### config.mk
export PLATFORM = sky130hd
export DESIGN_NAME = tss_ctrl
export DESIGN_NICKNAME = d
export VERILOG_FILES = /design/src/hdl/tss_pkg.sv /design/src/hdl/tss_ctrl.sv
export SDC_FILE = /design/constraint.sdc
export NUM_CORES = 1
export LEC_CHECK = 0
export BUFFER_PORTS_ARGS = -buffer_cell sky130_fd_sc_hd__buf_2
export CAP_MARGIN = 15
export CORE_AREA = 8 8 45 47
export DETAILED_ROUTE_END_ITERATION = 8
export DIE_AREA = 0 0 53 55
export GPL_ROUTABILITY_DRIVEN = 0
export MAX_ROUTING_LAYER = met4
export SETUP_SLACK_MARGIN = 0.02
export SYNTH_ARGS = -nofsm -noshare
export SYNTH_HDL_FRONTEND = slang
export SYNTH_SLANG_ARGS = --single-unit
export TNS_END_PERCENT = 100
### constraint.sdc
create_clock -name clk -period 3 [get_ports clk]
set_clock_uncertainty 0.15 [all_clocks]
set_input_delay 0.15 -clock clk [delete_from_list [all_inputs] [get_ports clk]]
set_output_delay 0.15 -clock clk [all_outputs]
set_load 0.05 [all_outputs]
### src/hdl/tss_pkg.sv
// shared types, constants and helpers for the tridiagonal solver
`default_nettype none
package tss_pkg;

  localparam int DATA_W        = 32;
  localparam int PROD_W        = 64;
  localparam int IDX_W         = 6;
  localparam int DEF_MAX_ROWS  = 64;
  localparam int DEF_FRAC_BITS = 16;

  localparam logic signed [DATA_W-1:0] SAT_MAX = {1'b0, {(DATA_W-1){1'b1}}};
  localparam logic signed [DATA_W-1:0] SAT_MIN = {1'b1, {(DATA_W-1){1'b0}}};

  typedef struct packed {
    logic load_in;
    logic rd_fwd;
    logic mul_up;
    logic mul_rhs;
    logic div_fwd;
    logic save_q1;
    logic save_q2;
    logic wr_fwd;
    logic rd_back;
    logic mul_back;
    logic div_back;
    logic wr_back;
    logic rd_sol;
    logic load_out;
  } cmd_t;

  typedef struct packed {
    logic cnt_zero;
    logic solve_now;
    logic div_done;
    logic k_zero;
    logic out_free;
  } sts_t;

  function automatic logic signed [DATA_W-1:0] sat_sub(
    input logic signed [DATA_W-1:0] a,
    input logic signed [DATA_W-1:0] b
  );
    logic signed [DATA_W:0] d;
    d = (DATA_W+1)'(a) - (DATA_W+1)'(b);
    if (d > (DATA_W+1)'(SAT_MAX)) return SAT_MAX;
    if (d < (DATA_W+1)'(SAT_MIN)) return SAT_MIN;
    return d[DATA_W-1:0];
  endfunction

endpackage
`default_nettype wire

### src/hdl/tss_ctrl.sv
// solver sequencer: forward elimination, back sweep and result drain
`default_nettype none
module tss_ctrl (
  input  wire logic           clk,
  input  wire logic           rst_n,
  input  wire logic           in_valid,
  output logic                in_ready,
  input  wire tss_pkg::sts_t  sts,
  output tss_pkg::cmd_t       cmd
);
  import tss_pkg::*;

  localparam logic [3:0] S_IDLE  = 4'd0;
  localparam logic [3:0] S_FRD   = 4'd1;
  localparam logic [3:0] S_FMUL1 = 4'd2;
  localparam logic [3:0] S_FDIV1 = 4'd3;
  localparam logic [3:0] S_FW1   = 4'd4;
  localparam logic [3:0] S_FMUL2 = 4'd5;
  localparam logic [3:0] S_FDIV2 = 4'd6;
  localparam logic [3:0] S_FW2   = 4'd7;
  localparam logic [3:0] S_FWR   = 4'd8;
  localparam logic [3:0] S_BRD   = 4'd9;
  localparam logic [3:0] S_BMUL  = 4'd10;
  localparam logic [3:0] S_BDIV  = 4'd11;
  localparam logic [3:0] S_BW    = 4'd12;
  localparam logic [3:0] S_ORD   = 4'd13;
  localparam logic [3:0] S_OLD   = 4'd14;

  logic [3:0] state_r, state_nxt;

  always_comb begin
    cmd       = '0;
    state_nxt = state_r;
    unique case (state_r)
      S_IDLE: begin
        if (in_valid) begin
          cmd.load_in = 1'b1;
          state_nxt   = sts.cnt_zero ? S_FWR : S_FRD;
        end
      end
      S_FRD: begin
        cmd.rd_fwd = 1'b1;
        state_nxt  = S_FMUL1;
      end
      S_FMUL1: begin
        cmd.mul_up = 1'b1;
        state_nxt  = S_FDIV1;
      end
      S_FDIV1: begin
        cmd.div_fwd = 1'b1;
        state_nxt   = S_FW1;
      end
      S_FW1: begin
        cmd.save_q1 = 1'b1;
        if (sts.div_done) state_nxt = S_FMUL2;
      end
      S_FMUL2: begin
        cmd.mul_rhs = 1'b1;
        state_nxt   = S_FDIV2;
      end
      S_FDIV2: begin
        cmd.div_fwd = 1'b1;
        state_nxt   = S_FW2;
      end
      S_FW2: begin
        cmd.save_q2 = 1'b1;
        if (sts.div_done) state_nxt = S_FWR;
      end
      S_FWR: begin
        cmd.wr_fwd = 1'b1;
        state_nxt  = sts.solve_now ? S_BRD : S_IDLE;
      end
      S_BRD: begin
        cmd.rd_back = 1'b1;
        state_nxt   = S_BMUL;
      end
      S_BMUL: begin
        cmd.mul_back = 1'b1;
        state_nxt    = S_BDIV;
      end
      S_BDIV: begin
        cmd.div_back = 1'b1;
        state_nxt    = S_BW;
      end
      S_BW: begin
        cmd.wr_back = 1'b1;
        if (sts.div_done) state_nxt = sts.k_zero ? S_ORD : S_BRD;
      end
      S_ORD: begin
        cmd.rd_sol = 1'b1;
        state_nxt  = S_OLD;
      end
      S_OLD: begin
        if (sts.out_free) begin
          cmd.load_out = 1'b1;
          state_nxt    = sts.k_zero ? S_IDLE : S_ORD;
        end
      end
      default: state_nxt = S_IDLE;
    endcase
  end

  always_ff @(posedge clk) begin
    if (!rst_n) state_r <= S_IDLE;
    else state_r <= state_nxt;
  end

  assign in_ready = (state_r == S_IDLE);
endmodule
`default_nettype wire

# --- After elaboration in Yosys (flattened, before gate mapping) ---
# Cells that the tools add are included.
totals:
  regBits: 4
  in_bits: 8
  out_inout_bits: 15
  wordCells: 49
classes:
  n_eq_ne: 19
  muxes: 26
  n_reduce_logical: 3
op_table:
  columns: ["cell", "n"]
  rows:
  - ["$pmux 4 s15", 1]
  - ["$mux 4", 8]
  - ["$eq 4x4->1 const B", 7]
  - ["$eq 4x3->1 const B", 4]
  - ["$mux 1", 16]
  - ["$ne 2x2->1 const B", 5]
  - ["$eq 4x2->1 const B", 2]
  - ["$reduce_and 5->1", 1]
  - ["$eq 4x1->1 const B", 1]
  - ["$logic_not 4->1", 1]
  - ["$mux 3", 1]
  - ["$reduce_or 2->1", 1]

# --- Longest topological paths before layout ---
depth:
  ltp_word: 3
  ltp_mapped: 6
  depth_no_buf: 4

# --- Least setup slack after synthesis ---
# Ideal clock, no wire load.
synth_timing:
  kind: "register to output"
  from: "reg state_r[2]"
  to: "out cmd[8] (netlist name)"
  t_arrival_ns: 1.819
  t_required_ns: 2.700
  slack_ns: 0.881
  stages_incl_launch_ff: 4
  path_buffers: 1
  cell_sequence: "dfxtp_1 -> buf_1 -> nand2_1 -> nor3_1"
synth_rtl:
  columns: ["element", "line", "text"]
  rows:
  - ["start: declaration", "tss_ctrl.sv:29", "logic [3:0] state_r, state_nxt;"]
  - ["start signal: assignment", "tss_ctrl.sv:105", "else state_r <= state_nxt;"]
  - ["end: declaration", "tss_ctrl.sv:9", "output tss_pkg::cmd_t cmd"]

==> flow_summary_export.csv <==
group,metric,value,unit
run_status,status,"finished, final reports clean",
timing,period_minus_slack,2.10,ns
synthesis,synthAdderAreaFrac,0,
final_layout,syn2layout_area_growth,29.2,%
worst_setup_path,cp_slowest_cell,"dfxtp_1",
power_and_ir_drop,irDropWorstVdd,0.374,mV
timing,slew_headroom,0.576,
synthesis,yosys.area_share.simple,0.394,
die,die_w,53,um
synthesis,synth_compound_area_frac,0.314,
timing,rsz0062_at_grt,"false",
timing,hold_ws,0.0472,ns
route,drtIter0Drc,13,
route,wl_met2,703,um
timing,tightest_slew,0.635,ns
final_layout,multi_input_area,323,sq um
grt,grt_max_degree,21,
clock_tree,htreeDepth,1,
place,placed_area,548,sq um
worst_setup_path,cpLargestDelayFamily,"flip-flops",
grt,grt_pass1_wl,2.19,mm
clock_tree,cts_buffer_depth,2,
synthesis,yosysMostFrequentCell,"nand2_1",
power_and_ir_drop,seqPwrFrac,0.257,
final_layout,fin_area,571,sq um
worst_setup_path,crit_buf_inv,1,
synthesis,synth_nets,74,
power_and_ir_drop,p_total,0.471,mW
synthesis,synth_top_family_by_area,"simple AND/OR/NAND/NOR gates",
synthesis,yosys-top-cells-area,"dfxtp_1 18%, a21oi_1 6.8%, nor3_1 6.8%, nand2_1 6.8%, nor2_1 5.9%",
synthesis,async_flop_share,0,
clock_tree,cts_resized,0,
clock_tree,cts_setup_buffers,0,
final_layout,final_layout_size_suffix_gt1_frac,0.360,
clock_tree,clk_pin_slew,0.04,ns
synthesis,synth_enable_flop_cells,0,
power_and_ir_drop,combinationalPowerShare,0.600,
worst_setup_path,critPathKind,"reg -> out",
route,route.met3.wl,45,um
timing,max_freq,477,MHz
synthesis,yosys_most_used_dff,"dfxtp_1",
power_and_ir_drop,p_per_area,826,nW/um^2
power_and_ir_drop,p_leak,0.258,nW
grt,grt-ovfl-total,0,
route,wirelength,1.30,mm
power_and_ir_drop,p_sw_frac,0.568,
route,m1WireLength,546,um
route,top_layer,"met3",
route,drt_first_pass_iters,4,
clock_tree,cts-root-buf,"clkbuf_4",
final_layout,finalNetCount,96,
synthesis,ys_warn_count,0,
synthesis,syn-cell-area,442,sq um
final_layout,n_antenna_cell,0,
synthesis,avgSynthCellArea,6.69,sq um
synthesis,synth_top_area_frac,0.181,
timing,setup_violations,0,
final_layout,register_area,80.1,sq um
grt,track_usage,0.0980,
die,start_util,0.319,
timing,drv_slew,0,
route,drc,0,
timing,post-route-period-util,0.699,
route,ant_nets,0,
place,pre_cts_ws,1.17,ns
place,hpwlAfterDp,996,um
synthesis,yosys.area.top_type,"dfxtp_1",
synthesis,synth_xor_area_frac,0,
final_layout,n_fill_cell,165,
worst_setup_path,crit_required,2.70,ns
timing,tns,0,ns
die,die_h,55,um
die,num_rows,14,
place,port_buffers,22,
final_layout,top_register,"state_r",
worst_setup_path,critPathArrivalTime,1.80,ns
synthesis,syn-instance-count,66,
route,avgRoutedWirePerCell,12.7,um
route,route.vias.total,539,
timing,hold_violations,0,
grt,grt_pass1_vias,523,
synthesis,synth.yosys.seq_area_share,0.181,
die,die-area,2920,sq um
grt,antenna_found_initial,0,
power_and_ir_drop,p_switching,0.268,mW
synthesis,ys_ff_latch,4,
final_layout,largest_reg_flops,4,
worst_setup_path,cp-start-kind,"register",
die,pin_count,23,
clock_tree,cts_tree,"built",
power_and_ir_drop,intPower,0.203,mW
worst_setup_path,max_stage_delay,0.72,ns
power_and_ir_drop,p_clk_frac,0.143,
timing,setup_ws,0.902,ns
min_path,hp-class,"in -> reg",
run,cap_violations,0,
clock_tree,cts.sinks,4,
clock_tree,worstSkewPairLatency,0.24,ns
worst_setup_path,path_cells,"or2b_2, nor3_1, buf_2",
final_layout,reg_top3,"state_r: 4 flops",
synthesis,synthMuxAreaShare,0.0227,
clock_tree,ctsHoldBuffers,0,
die,core,1380,sq um
synthesis,yosysUniqueCellTypes,29,
worst_setup_path,cp_max_fo,20,
route,viasPerCell,5.28,
synthesis,synthTopCellsByCount,"8 x nand2_1, 7 x nor2_1, 6 x a21oi_1, 6 x nor3_1",
worst_setup_path,worstSetupEndpointType,"output port",
clock_tree,cts_made_buffers,3,
worst reg2reg max path, delay by kind of cell, from the launching register on:
kind               cells  cell delay (ns)
and+or+nand+nor        2             0.54
AOI/OAI and AO/OA      2             0.36
DFF                    1             0.72
layout make-up:
cell class / count / share of cell area
tap: 16 / 0.0351
multi-input combinational: 53 / 0.566
clock buffer: 3 / 0.0395
timing repair buffer: 22 / 0.193
sequential: 4 / 0.140
inverter: 4 / 0.0263
cells by family after synthesis:
group           count (synthesis)
flops                           4
compound gates                 19
buf+inv                         9
mux                             1
simple gates                   33
path summary, 6_finish.rpt:
path                                  from          to  slack [ns]  cells after the start
worst max-delay path            state_r[1]     cmd[11]        0.90                      3
worst max register to register  state_r[1]  state_r[1]        1.17                      4
worst min register to register  state_r[3]  state_r[3]        0.55                      2
worst min-delay path                 rst_n  state_r[2]        0.05                      2
cells in the final DEF, fill, tap and decap left out, drive strengths merged:
cell type	count
or4	1
nand4	1
o21ai	2
nor2b	1
a221o	1
o21bai	1
o32ai	1
o221a	1
o211ai	1
clkbuf	3
buf	22
o221ai	1
nor3	6
nor2	8
nand2b	3
inv	4
nor4b	1
nand3	2
dfxtp	4
and2	1
o21a	1
o22ai	2
or2b	1
a21oi	6
nand2	8
a22o	1
a211o	1
mux2i	1
metrics by stage:
stage | cells | util
floorplan | 66 | -
global placement | 99 | 0.396
detailed placement | 99 | 0.396
CTS | 102 | 0.412
global route | 102 | 0.412
finish | 102 | 0.412
metal layers:
layer,track usage,vias to the layer above
met4,0.0388,0
met1,0.114,250
li1,-,281
met2,0.156,8
met5,-,-
met3,0.0267,0
power by group through the flow:
stage	Clock, mW	Combinational (mW)	Sequential [mW]
floorplan	0	0.273	0.0776
global placement	0	0.286	0.119
global route	0.0737	0.309	0.126
finish	0.0676	0.283	0.121
CTS	0.0693	0.285	0.120
detailed placement	0	0.284	0.121
No activity file was read; power rests on OpenSTA's default activity.
